`src/hw/rtl/rfo_pkg.sv`:
```
package rfo_pkg;

    localparam int DEPTH      = 16;
    localparam int WORD_WIDTH = 32;

    // The chain has DEPTH-1 cells, so the FIFO holds DEPTH-1 words.
    localparam int CELLS = DEPTH - 1;
    localparam int CNT_W = $clog2(DEPTH);

    typedef enum logic [1:0] {
        CMD_WRITE = 2'd0,
        CMD_READ  = 2'd1,
        CMD_CLEAR = 2'd2
    } cmd_t;

    typedef struct packed {
        logic [1:0]  command;
        logic [31:0] write_data;
    } req_t;

    typedef struct packed {
        logic        ok;
        logic [31:0] read_data;
        logic [3:0]  fill_count;
        logic [3:0]  free_space;
    } rsp_t;

    // Broadcast to every cell in the chain.
    typedef struct packed {
        logic shift;
        logic write;
        logic clear;
    } cell_ctl_t;

endpackage

```
`src/hw/rtl/rfo_cell.sv`:
```
module rfo_cell (
    input  logic                               clk,
    input  logic                               rst_n,
    input  rfo_pkg::cell_ctl_t                 ctl,
    input  logic                               prev_valid,
    input  logic                               next_valid,
    input  logic [rfo_pkg::WORD_WIDTH-1:0]     next_word,
    input  logic [rfo_pkg::WORD_WIDTH-1:0]     wdata,
    output logic                               valid,
    output logic [rfo_pkg::WORD_WIDTH-1:0]     word
);

    logic                           valid_reg;
    logic                           valid_next;
    logic [rfo_pkg::WORD_WIDTH-1:0] word_reg;
    logic [rfo_pkg::WORD_WIDTH-1:0] word_next;

    always_comb
    begin
        valid_next = valid_reg;
        word_next  = word_reg;
        if (ctl.clear)
        begin
            valid_next = 1'b0;
        end
        else if (ctl.shift)
        begin
            // A shift with a write only happens when the chain is full, so the
            // last cell, which has no valid neighbor, takes the new word.
            valid_next = next_valid | ctl.write;
            if (next_valid)
            begin
                word_next = next_word;
            end
            else if (ctl.write)
            begin
                word_next = wdata;
            end
        end
        else if (ctl.write && !valid_reg && prev_valid)
        begin
            valid_next = 1'b1;
            word_next  = wdata;
        end
    end

    always_ff @(posedge clk or negedge rst_n)
    begin
        if (!rst_n)
        begin
            valid_reg <= 1'b0;
        end
        else
        begin
            valid_reg <= valid_next;
        end
    end

    always_ff @(posedge clk)
    begin
        word_reg <= word_next;
    end

    assign valid = valid_reg;
    assign word  = word_reg;

endmodule

```
`src/hw/rtl/ring_fifo_overwrite_or_decline_core.sv`:
```
// FIFO of up to 15 words built as a chain of cells, the oldest word in the
// first cell; a read moves every word one cell forward at once.
// Every command (write, read, clear) is taken whenever start is high, so start may be
// high in every cycle and busy is never raised. The result of a command
// appears on result with done high in the cycle after it is taken, for
// exactly one cycle; the receiver cannot stall, so it must capture every
// transfer as it comes. The overwrite mode is written through the cfg port,
// which is always ready, and should only change while no command is pending.
module ring_fifo_overwrite_or_decline_core (
    input  logic          clk,
    input  logic          rst_n,
    input  logic          start,
    output logic          busy,
    input  rfo_pkg::req_t req,
    output logic          done,
    output rfo_pkg::rsp_t result,
    input  logic          cfg_valid,
    output logic          cfg_ready,
    input  logic          cfg_data
);

    localparam int CELLS = rfo_pkg::CELLS;
    localparam int CNT_W = rfo_pkg::CNT_W;
    localparam int WW    = rfo_pkg::WORD_WIDTH;

    logic                 overwrite_mode_reg;
    logic [CNT_W-1:0]     fill_reg;
    logic [CNT_W-1:0]     fill_next;
    logic                 done_reg;
    rfo_pkg::rsp_t        result_reg;
    rfo_pkg::rsp_t        result_next;
    rfo_pkg::cell_ctl_t   ctl;

    logic [CELLS-1:0]     valid_vec;
    logic [WW-1:0]        word_arr [CELLS];

    logic accept;
    logic is_write;
    logic is_read;
    logic is_clear;
    logic full;
    logic empty;
    logic wr_ok;
    logic rd_ok;

    assign busy      = 1'b0;
    assign cfg_ready = 1'b1;
    assign accept    = start && !busy;

    always_comb
    begin
        is_write = 1'b0;
        is_read  = 1'b0;
        is_clear = 1'b0;
        case (req.command)
            rfo_pkg::CMD_WRITE: is_write = 1'b1;
            rfo_pkg::CMD_READ:  is_read  = 1'b1;
            rfo_pkg::CMD_CLEAR: is_clear = 1'b1;
            default:            ;
        endcase
    end

    assign full  = (fill_reg == CNT_W'(CELLS));
    assign empty = (fill_reg == '0);
    assign wr_ok = is_write && (!full || overwrite_mode_reg);
    assign rd_ok = is_read && !empty;

    assign ctl.write = accept && wr_ok;
    assign ctl.shift = accept && (rd_ok || (wr_ok && full));
    assign ctl.clear = accept && is_clear;

    always_comb
    begin
        fill_next = fill_reg;
        if (ctl.clear)
        begin
            fill_next = '0;
        end
        else if (accept && rd_ok)
        begin
            fill_next = fill_reg - CNT_W'(1);
        end
        else if (accept && wr_ok && !full)
        begin
            fill_next = fill_reg + CNT_W'(1);
        end
    end

    always_comb
    begin
        result_next.ok         = wr_ok || rd_ok || is_clear;
        result_next.read_data  = rd_ok ? 32'(word_arr[0]) : '0;
        result_next.fill_count = 4'(fill_next);
        result_next.free_space = 4'(CNT_W'(CELLS) - fill_next);
    end

    for (genvar i = 0; i < CELLS; i++)
    begin : g_cell
        logic          prev_v;
        logic          next_v;
        logic [WW-1:0] next_w;

        if (i == 0)
        begin : g_first
            assign prev_v = 1'b1;
        end
        else
        begin : g_mid
            assign prev_v = valid_vec[i-1];
        end

        if (i == CELLS - 1)
        begin : g_last
            assign next_v = 1'b0;
            assign next_w = '0;
        end
        else
        begin : g_inner
            assign next_v = valid_vec[i+1];
            assign next_w = word_arr[i+1];
        end

        rfo_cell u_cell (
            .clk        (clk),
            .rst_n      (rst_n),
            .ctl        (ctl),
            .prev_valid (prev_v),
            .next_valid (next_v),
            .next_word  (next_w),
            .wdata      (req.write_data[WW-1:0]),
            .valid      (valid_vec[i]),
            .word       (word_arr[i])
        );
    end

    always_ff @(posedge clk or negedge rst_n)
    begin
        if (!rst_n)
        begin
            overwrite_mode_reg <= 1'b0;
            fill_reg           <= '0;
            done_reg           <= 1'b0;
        end
        else
        begin
            if (cfg_valid && cfg_ready)
            begin
                overwrite_mode_reg <= cfg_data;
            end
            fill_reg <= fill_next;
            done_reg <= accept;
        end
    end

    always_ff @(posedge clk)
    begin
        if (accept)
        begin
            result_reg <= result_next;
        end
    end

    assign done   = done_reg;
    assign result = result_reg;

    // The occupied cells always form an unbroken run from the head of the chain.
    a_thermometer: assert property (@(posedge clk) disable iff (!rst_n)
        ((valid_vec + CELLS'(1)) & valid_vec) == '0)
        else $error("cell valid bits are not contiguous from the head");

    // The fill counter matches the number of occupied cells.
    a_fill_match: assert property (@(posedge clk) disable iff (!rst_n)
        $countones(valid_vec) == 32'(fill_reg))
        else $error("fill counter disagrees with occupied cells");

    // Fill count and free space always add up to the capacity.
    a_counts: assert property (@(posedge clk) disable iff (!rst_n)
        done |-> (5'(result.fill_count) + 5'(result.free_space) == 5'(CELLS)))
        else $error("fill count and free space do not sum to capacity");

    // A failed command never returns data.
    a_fail_zero: assert property (@(posedge clk) disable iff (!rst_n)
        (done && !result.ok) |-> (result.read_data == '0))
        else $error("failed command returned nonzero data");

endmodule
```
`config.mk`:
```
export PLATFORM = sky130hd
export DESIGN_NAME = ring_fifo_overwrite_or_decline_core
export DESIGN_NICKNAME = d
export VERILOG_FILES = /design/src/hw/rtl/rfo_pkg.sv /design/src/hw/rtl/rfo_cell.sv /design/src/hw/rtl/ring_fifo_overwrite_or_decline_core.sv
export SDC_FILE = /design/constraint.sdc
export NUM_CORES = 1
export LEC_CHECK = 0
export BUFFER_PORTS_ARGS = -buffer_cell sky130_fd_sc_hd__buf_2
export CAP_MARGIN = 15
export CORE_ASPECT_RATIO = 1.75
export CORE_UTILIZATION = 35
export CTS_CLUSTER_SIZE = 14
export DETAILED_ROUTE_END_ITERATION = 12
export PLACE_DENSITY = 0.49
export SLEW_MARGIN = 10
export SYNTH_ARGS = -nofsm -noshare
export SYNTH_HDL_FRONTEND = slang
export SYNTH_SLANG_ARGS = --single-unit
```
`constraint.sdc`:
```
create_clock -name clk -period 4.9 [get_ports clk]
set_clock_uncertainty 0.05 [all_clocks]
set_input_delay 0.98 -clock clk [delete_from_list [all_inputs] [get_ports clk]]
set_output_delay 0.98 -clock clk [all_outputs]
set_load 0.05 [all_outputs]
```
# Yosys cells after proc, flatten, opt, wreduce, memory -nomap -nowiden
# Index checks and enable logic that the tools add are counted.
totals:
  regBits: 542
  input_bits: 39
  out_inout_bits: 44
classes:
  n_addsub: 3
  n_eq_ne: 18
  muxes: 96
  n_bitwise: 15
  reduce_logical: 105
ops:
  columns: ["op", "n"]
  rows:
  - ["$mux W32", 45]
  - ["$mux W1", 48]
  - ["$reduce_and A3 Y1", 15]
  - ["$reduce_bool A3 Y1", 15]
  - ["$ne A3 B1 Y1 const B", 14]
  - ["$logic_and A1 B1 Y1", 37]
  - ["$reduce_bool A2 Y1", 15]
  - ["$logic_not A1 Y1", 17]
  - ["$or A1 B1 Y1", 14]
  - ["$mux W4", 3]
  - ["$add A4 B1 Y4 const B", 1]
  - ["$eq A4 B4 Y1 const B", 1]
  - ["$logic_not A4 Y1", 1]
  - ["$logic_or A1 B1 Y1", 4]
  - ["$sub A4 B1 Y4 const B", 1]
  - ["$sub A4 B4 Y4 const A", 1]
  - ["$eq A2 B1 Y1 const B", 1]
  - ["$eq A2 B2 Y1 const B", 1]
  - ["$logic_not A2 Y1", 1]
  - ["$ne A2 B1 Y1 const B", 1]
  - ["$not A1 Y1", 1]

# Longest topological paths before layout
# Gate-level depths: netlist of run 1.
logic_depth:
  ltp_word: 10
  depth_mapped: 8
  mapped_depth_nobuf: 6

# Cells and area by module
# Synthesis of run 1 repeated with hierarchy kept, for this count alone.
hier_totals:
  cells_unflattened: 1266
  hier_area_um2: 25010.2
modules_own_cells:
  columns: ["module", "n_inst", "cells_per_inst", "area_each_um2"]
  rows:
  - ["rfo_cell", 15, 75, 1535.2]
  - ["ring_fifo_overwrite_or_decline_core", 1, 141, 1981.9]

# Worst setup path before layout of run 1
# No wires, ideal clock.
synth_timing:
  path_type: "input to register"
  from: "input req[32] in the netlist's numbering"
  to: "register g_cell[12].u_cell.word_reg (netlist bit g_cell[12].u_cell.word[0]), enable pin"
  setup_ps: 470
  arrival_time_ps: 4411
  path_slack_ps: -31
  cell_stages: 6
  cell_sequence: "or3b_1 > o22ai_2 > buf_4 > nand2_2 > buf_2 > a21boi_0"
synth_via:
  elab_chain_cells: 8
synth_lines:
  columns: ["element", "line_no", "source"]
  rows:
  - ["start, declared", "ring_fifo_overwrite_or_decline_core.sv:14", "input rfo_pkg::req_t req,"]
  - ["$logic_not A2 Y1", "ring_fifo_overwrite_or_decline_core.sv:55", "case (req.command)"]
  - ["$mux W1", "ring_fifo_overwrite_or_decline_core.sv:55", null]
  - ["$logic_and A1 B1 Y1", "ring_fifo_overwrite_or_decline_core.sv:65", "assign wr_ok = is_write && (!full || overwrite_mode_reg);"]
  - ["$logic_and A1 B1 Y1 (on tied branches)", "ring_fifo_overwrite_or_decline_core.sv:69, ring_fifo_overwrite_or_decline_core.sv:68", null]
  - ["$logic_or A1 B1 Y1 / $logic_and A1 B1 Y1 (equally long branches)", "ring_fifo_overwrite_or_decline_core.sv:69, rfo_cell.sv:40", null]
  - ["$logic_and A1 B1 Y1 (on tied branches)", "ring_fifo_overwrite_or_decline_core.sv:69, rfo_cell.sv:40", null]
  - ["$ne A3 B1 Y1 (no line) / $reduce_bool A2 Y1 (equally long branches)", null, null]
  - ["$reduce_and A3 Y1 (no line) *", null, null]
  - ["end signal, assigned", "rfo_cell.sv:61", "word_reg <= word_next;"]
  - ["end, declared", "rfo_cell.sv:15", "logic [rfo_pkg::WORD_WIDTH-1:0] word_reg;"]
# Mark *: on every way between the ends. The rest lies on a longest branch, timed or not.
# A chain may end at the register's enable or synchronous reset.

# Final worst setup path of run 1
layout_timing:
  from: "register fill_reg[0]"
  to: "register g_cell[12].u_cell.word_reg (netlist bit g_cell[12].u_cell.word[2]), enable pin"
layout_via:
  elab_chain_cells: 9
layout_lines:
  columns: ["element", "line_no", "source"]
  rows:
  - ["start, declared", "ring_fifo_overwrite_or_decline_core.sv:27", "logic [CNT_W-1:0] fill_reg;"]
  - ["start signal, assigned", "ring_fifo_overwrite_or_decline_core.sv:150", "fill_reg <= fill_next;"]
  - ["$eq A4 B4 Y1", "ring_fifo_overwrite_or_decline_core.sv:63", "assign full = (fill_reg == CNT_W'(CELLS));"]
  - ["$logic_not A1 Y1", "ring_fifo_overwrite_or_decline_core.sv:65", null]
  - ["$logic_or A1 B1 Y1", "ring_fifo_overwrite_or_decline_core.sv:65", null]
  - ["$logic_and A1 B1 Y1", "ring_fifo_overwrite_or_decline_core.sv:65", null]
  - ["$logic_and A1 B1 Y1 (on tied branches)", "ring_fifo_overwrite_or_decline_core.sv:69, ring_fifo_overwrite_or_decline_core.sv:68", null]
  - ["$logic_or A1 B1 Y1 / $logic_and A1 B1 Y1 (equally long branches)", "ring_fifo_overwrite_or_decline_core.sv:69, rfo_cell.sv:40", null]
  - ["$logic_and A1 B1 Y1 (on tied branches)", "ring_fifo_overwrite_or_decline_core.sv:69, rfo_cell.sv:40", null]
  - ["$ne A3 B1 Y1 (no line) / $reduce_bool A2 Y1 (equally long branches)", null, null]
  - ["$reduce_and A3 Y1 (no line) *", null, null]
# Marks and branches as above.

==> results of run 1 <==
[worst max-delay path, delay by kind of cell (launching register included)]
kind,cells,cell delay (ps)
buffers and inverters,2,410
adder cells (fa/ha/maj),1,180
AND/OR/NAND/NOR,1,400
flip-flops,1,410
AO/OA/AOI/OAI,3,1210
[worst paths after layout]
check | startpoint | end | slack, ps | cells past startpoint
worst max-delay path | fill_reg[0]$_DFF_PN0_ | g_cell[12].u_cell.word[2]$_DFFE_PP_ | 1920 | 7
worst min-delay path | rst_n | overwrite_mode_reg$_DFFE_PN0P_ | 320 | 1
worst max register to register | fill_reg[0]$_DFF_PN0_ | g_cell[12].u_cell.word[2]$_DFFE_PP_ | 1920 | 7
worst min register to register | g_cell[0].u_cell.word[29]$_DFFE_PP_ | result[37]$_SDFFCE_PP0P_ | 460 | 1
max in group asynchronous | rst_n | g_cell[2].u_cell.valid$_DFFE_PN0P_ | 4090 | 1
min in group clk | g_cell[0].u_cell.word[29]$_DFFE_PP_ | result[37]$_SDFFCE_PP0P_ | 460 | 1
[area by class of cell]
| class | count | area (um^2) | share of cell area |
|---|---|---|---|
| Multi-Input combinational cell | 616 | 6230 | 0.242 |
| Clock inverter | 25 | 214 | 0.00831 |
| Sequential cell | 542 | 16200 | 0.628 |
| Tap cell | 812 | 1020 | 0.0395 |
| Inverter | 13 | 48.8 | 0.00190 |
| Timing Repair Buffer | 111 | 646 | 0.0251 |
| Clock buffer | 67 | 1420 | 0.0551 |
[placed cells by master, fill, tap and decap left out, types with 3 or more instances in the layout]
cell	netlist	final
a21oi_1	51	39
a21oi_4	0	12
and2_1	33	33
buf_2	31	80
buf_4	14	30
bufinv_16	0	4
clkbuf_1	43	10
clkbuf_16	0	53
clkbuf_8	0	4
clkinv_1	0	11
clkinv_2	0	9
dfrtp_1	21	21
edfxtp_1	521	521
inv_1	13	13
mux2_1	8	8
mux2_2	441	441
nand2_2	14	14
nand3_1	3	3
nor2_1	4	4
nor3_1	3	3
o21a_1	3	3
o21ai_0	20	19
[metal layers]
| metal | wire length (um) | global-route usage | share of wire | vias to the layer above |
|---|---|---|---|---|
| met1 | 14600 | 0.130 | 0.37 | 5425 |
| li1 | - | - | - | 4983 |
| met4 | 1310 | 0.0503 | 0.033 | 0 |
| met2 | 22400 | 0.237 | 0.57 | 167 |
| met5 | 0 | 0 | 0 | - |
| met3 | 1270 | 0.0209 | 0.032 | 77 |
[cell families (layout without fill, tap and decap cells)]
kind of cell | Yosys count | after routing
XOR/XNOR | 2 | 2
AO/OA/AOI/OAI | 89 | 89
other | 2 | 2
adder cells (fa/ha/maj) | 2 | 2
buffers and inverters | 102 | 216
flip-flops | 542 | 542
AND/OR/NAND/NOR | 72 | 72
multiplexers | 449 | 449
[stage by stage]
stage | setup slack [ps] | utilization | total power, W
after floorplan | 525 | - | 0.00704
after global placement | 1380 | 0.376 | 0.00745
after detailed placement | 1340 | 0.376 | 0.00749
after CTS | 1970 | 0.401 | 0.0115
after global routing | 1770 | 0.401 | 0.0118
final | 1920 | 0.401 | 0.0113
[report_power, final]
| group | leakage, nW | switching (W) | internal, W |
|---|---|---|---|
| logic | 2.80 | 0.000904 | 0.000601 |
| clock network | 0.803 | 0.00168 | 0.00223 |
| registers | 5.03 | 0.000210 | 0.00565 |
==> results_dict.tcl, run 1 <==
set metrics [dict create \
    fin_tns_setup_ps 0 \
    status "completed" \
    die_w_um 195 \
    finalCriticalPeriod_ps 2980 \
    area_growth_pct 13.4 \
    max_slew_margin 0.225 \
    post_cts_buffers 0 \
    placed_cells 2094 \
    final_max_slew_viol_count 0 \
    yosysMostFrequentCell "edfxtp_1" \
    drt_pre_antenna_iters 5 \
    synth_common_cells "edfxtp_1 (521), mux2_2 (441), a21oi_1 (51)" \
    worstPathRequired_ps 5140 \
    grt_start_max_net_pins 46 \
    yosys.area_share.simple 0.0196 \
    cts_buffer_depth 3 \
    cts_tree "yes" \
    yosys_warnings 0 \
    root_buffer "clkbuf_16" \
    row_count 123 \
    synth.cell_area_mm2 0.0227 \
    synth_top_area_frac 0.689 \
    final_area_mm2 0.0257 \
    largest_reg_flops 480 \
    fin_crit_sh 0.609 \
    clkLatencyLatePin_ps 590 \
    die_y_um 339 \
    drt_iter0_drc 565 \
    cp-start-kind "register" \
    p_leak_nw 8.63 \
    ios 83 \
    synth-edff-count 521 \
    cts_max_level 2 \
    cpPeakStageDelay_ps 730 \
    end_kind "register" \
    ys_seq_area_frac 0.712 \
    synth-compound-area-share 0.0218 \
    port_buffers 80 \
    path_class "register to register" \
    drtAntennaViolNets 0 \
    syn_inst 1260 \
    hold_viol 0 \
    diodes 0 \
    coreArea_mm2 0.0642 \
    grt_pass1_wl_um 64200 \
    final_cells 2186 \
    synth_fa_ha_area_frac 0.00110 \
    avgRoutedWirePerCell_um 18.1 \
    antenna_found_initial 2 \
    synth.avg_cell_area_um2 18.0 \
    drive_gt1_frac 0.479 \
    max_freq_mhz 335 \
    grtUsageTotal 0.123 \
    worstMarginPinSlew_ps 1160 \
    setup_violations 0 \
    yosysTopAreaCell "edfxtp_1" \
    cts_inserted_buffers 50 \
    first_global_vias 11400 \
    synth_top_flop_cell "edfxtp_1" \
    synth-seq-cells 542 \
    cts-hold-fix-buffers 0 \
    critical_path.cell_chain "inv_1 > ha_1 > nor3b_2 > o22a_1 > o21ai_0 > a21boi_4 > buf_4" \
    viasPerCell 4.87 \
    synth_area_leaders "edfxtp_1 (69%), mux2_2 (22%), dfrtp_1 (2.3%)" \
    yosys.area_share.xor_xnor 0.000772 \
    hold_class "input pin to asynchronous set/reset pin" \
    clock_sinks 542 \
    path_clk_slew_ps 70 \
    place.gp.congestion 0.710 \
    whs_ps 324 \
    power_density_mw_per_mm2 438 \
    gr-total-overflow 0 \
    hpwlAfterDp_um 27800 \
    synth.area.mux_share 0.223 \
    cts-resized-gates 0 \
    totalWireLength_um 39600 \
    vias 10700 \
    cp.arrival_ps 3220 \
    cp_max_fo 32 \
    nFillCells 5721 \
    rsz0062_at_grt "no" \
    initial_core_util 0.354 \
    synth_top_family_by_area "multiplexers" \
    place_area_mm2 0.0241 \
    dieArea_mm2 0.0659 \
    synth_nets 1301 \
    maxCapViolations 0 \
    ys_types 42 \
    num-nets-final 1375 \
    crit_path_top_delay_cell "o22a_1" \
    drc 0 \
    async_reset_ff_frac 0.0387 \
    peakVddDrop_v 0.000256 \
]
Note: power is estimated with default switching activity, not from simulation.
==> inputs of run 2 (changes only) <==
==> constraint.sdc (replaced) <==
create_clock -name clk -period 2.81 [get_ports clk]
set_clock_uncertainty 0.05 [all_clocks]
set_input_delay 0.562 -clock clk [delete_from_list [all_inputs] [get_ports clk]]
set_output_delay 0.562 -clock clk [all_outputs]
set_load 0.05 [all_outputs]
==> run 2 against run 1 <==
Net effect:
- total power grew 72%
- combinational power up 91%
- clock-buffer cell count decreased by 5
- global-route usage grew 0.13 points
- utilization up 0.81 points
- register-to-register slack lost 1600 ps
- cell area grew 2.0%
- sequential power grew 74%
- non-clock buffer count grew 36
- wire length is 1.1% higher
- critical path type unchanged
- largest power group unchanged
==> results_dict.tcl, run 2 (synthesized netlist as in run 1, its figures left out) <==
set metrics [dict create \
    fin_crit_sh 0.895 \
    p_comb_frac 0.148 \
    root_buffer "clkbuf_16" \
    avgRoutedWirePerCell_um 18.0 \
    status "completed" \
    initial_core_util 0.354 \
    crit_end "g_cell[13].u_cell.word[22]$_DFFE_PP_" \
    worstRegToRegCells 8 \
    path_class "register to register" \
    drtAntennaViolNets 0 \
    reg2reg_to "g_cell[13].u_cell.word[22]$_DFFE_PP_" \
    power_frac_seq 0.525 \
    grt_start_max_net_pins 33 \
    total_power_w 0.0194 \
    hold_class "input pin to register" \
    final_cell_mix "edfxtp_1 (521), mux2_2 (441), buf_2 (80)" \
    path_clk_slew_ps 60 \
    first_global_vias 11600 \
    end_kind "register" \
    antenna_found_initial 0 \
    final_max_slew_viol_count 0 \
    viasPerCell 4.81 \
    nFillCells 5710 \
    maxCapViolations 0 \
    drt_pre_antenna_iters 5 \
    totalWireLength_um 40100 \
    setup_violations 0 \
    r2r_slack_ps 290 \
    power_density_mw_per_mm2 740 \
    drive_gt1_frac 0.489 \
    grtUsageTotal 0.124 \
    gr-total-overflow 0 \
    post-route-util 0.409 \
    vias 10700 \
    placed_cells 2129 \
    coreArea_mm2 0.0642 \
    place.gp.congestion 0.714 \
    diodes 0 \
    swShare 0.253 \
    cp.arrival_ps 2800 \
    cts_inserted_buffers 50 \
    cp-start-kind "register" \
    finalCriticalPeriod_ps 2520 \
    max_slew_margin 0.448 \
    grt_pass1_wl_um 65100 \
    drc 0 \
    largest_reg_flops 480 \
    drt_iter0_drc 511 \
    cts_tree "yes" \
    worstPathRequired_ps 3090 \
    pwr-share-clk 0.327 \
    clock_sinks 542 \
    clkLatencyLatePin_ps 580 \
    die_w_um 195 \
    r2r_start "fill_reg[0]$_DFF_PN0_" \
    ios 83 \
    p_int_w 0.0145 \
    num-nets-final 1411 \
    power_switching_w 0.00493 \
    die_y_um 339 \
    dieArea_mm2 0.0659 \
    place_area_mm2 0.0248 \
    max_freq_mhz 397 \
    final_cells 2222 \
    p_leak_nw 8.83 \
    worstMarginPinSlew_ps 825 \
    crit_path_start "fill_reg[0]$_DFF_PN0_" \
    setup_ws_ps 294 \
    post_cts_buffers 0 \
    final_common_cell "edfxtp_1" \
    peakVddDrop_v 0.000349 \
    row_count 123 \
    rsz0062_at_grt "no" \
    cts_max_level 2 \
    hpwlAfterDp_um 28400 \
    area_growth_pct 15.7 \
    port_buffers 80 \
    cp_max_fo 32 \
    dp_slack_ps 107 \
    hold_viol 0 \
    cts_buffer_depth 3 \
    final_area_mm2 0.0263 \
]
==> run 2: cell types whose count changed in the layout (fill, tap and decap cells not counted), sizes merged <==
cell	delta
buf	+35
bufinv	-3
clkbuf	-5
clkinv	+6
clkinvlp	+2
dlygate4sd3	+1
==> run 2: routing by layer <==
metal / track usage / share of wire / up-vias / routed length [um]
met2: 0.239 / 0.56 / 133 / 22500
li1: - / - / 5055 / -
met4: 0.0437 / 0.025 / 0 / 1020
met1: 0.137 / 0.39 / 5439 / 15400
met5: 0 / 0 / - / 0
met3: 0.0182 / 0.028 / 68 / 1120
==> run 2: worst min path at each step <==
stage / from / depth (start not counted) / to
detailed placement: g_cell[0].u_cell.word[31]$_DFFE_PP_ / 1 / result[39]$_SDFFCE_PP0P_
global route: cfg_data / 2 / overwrite_mode_reg$_DFFE_PN0P_
floorplan: rst_n / 0 / done$_DFF_PN0_
global placement: g_cell[0].u_cell.word[30]$_DFFE_PP_ / 1 / result[38]$_SDFFCE_PP0P_
finish: cfg_data / 2 / overwrite_mode_reg$_DFFE_PN0P_
CTS: cfg_data / 2 / overwrite_mode_reg$_DFFE_PN0P_
==> run 2: timing repair <==
item | CTS | global route
resized for setup | 0 | 0
hold buffers | 1 | 0
hold endpoints to repair | 21 | 0
==> run 2: per-stage QoR <==
step,TNS (ps),hold slack (ps)
5_1_grt,0,167
2_1_floorplan,-86040,216
6_report,0,192
3_3_place_gp,0,450
3_5_place_dp,0,454
4_1_cts,0,151
==> run 2: final cells by class <==
cell class / instances / area, um^2 / area share
Clock buffer: 62 / 1320 / 0.0502
Multi-Input combinational cell: 616 / 6230 / 0.237
Timing Repair Buffer: 147 / 1290 / 0.0493
Tap cell: 812 / 1020 / 0.0387
Clock inverter: 30 / 188 / 0.00715
Inverter: 13 / 48.8 / 0.00186
Sequential cell: 542 / 16200 / 0.616
==> run 2: worst max-delay path, stage by stage, from the launching register on <==
cell and delay [ps]:
dfrtp_1 420, inv_1 100, ha_1 180, nor3b_2 250, o22ai_2 150, buf_12 180, nand2_2 110, buf_4 400
mux2_2 390
==> run 2: power groups by stage <==
| stage | Clock (W) | Sequential, W | Combinational [W] |
|---|---|---|---|
| 6_report | 0.00636 | 0.0102 | 0.00287 |
| 3_3_place_gp | 0 | 0.0104 | 0.00288 |
| 3_5_place_dp | 0 | 0.0104 | 0.00292 |
| 5_1_grt | 0.00688 | 0.0103 | 0.00313 |
| 4_1_cts | 0.00662 | 0.0102 | 0.00293 |
| 2_1_floorplan | 0 | 0.0106 | 0.00174 |
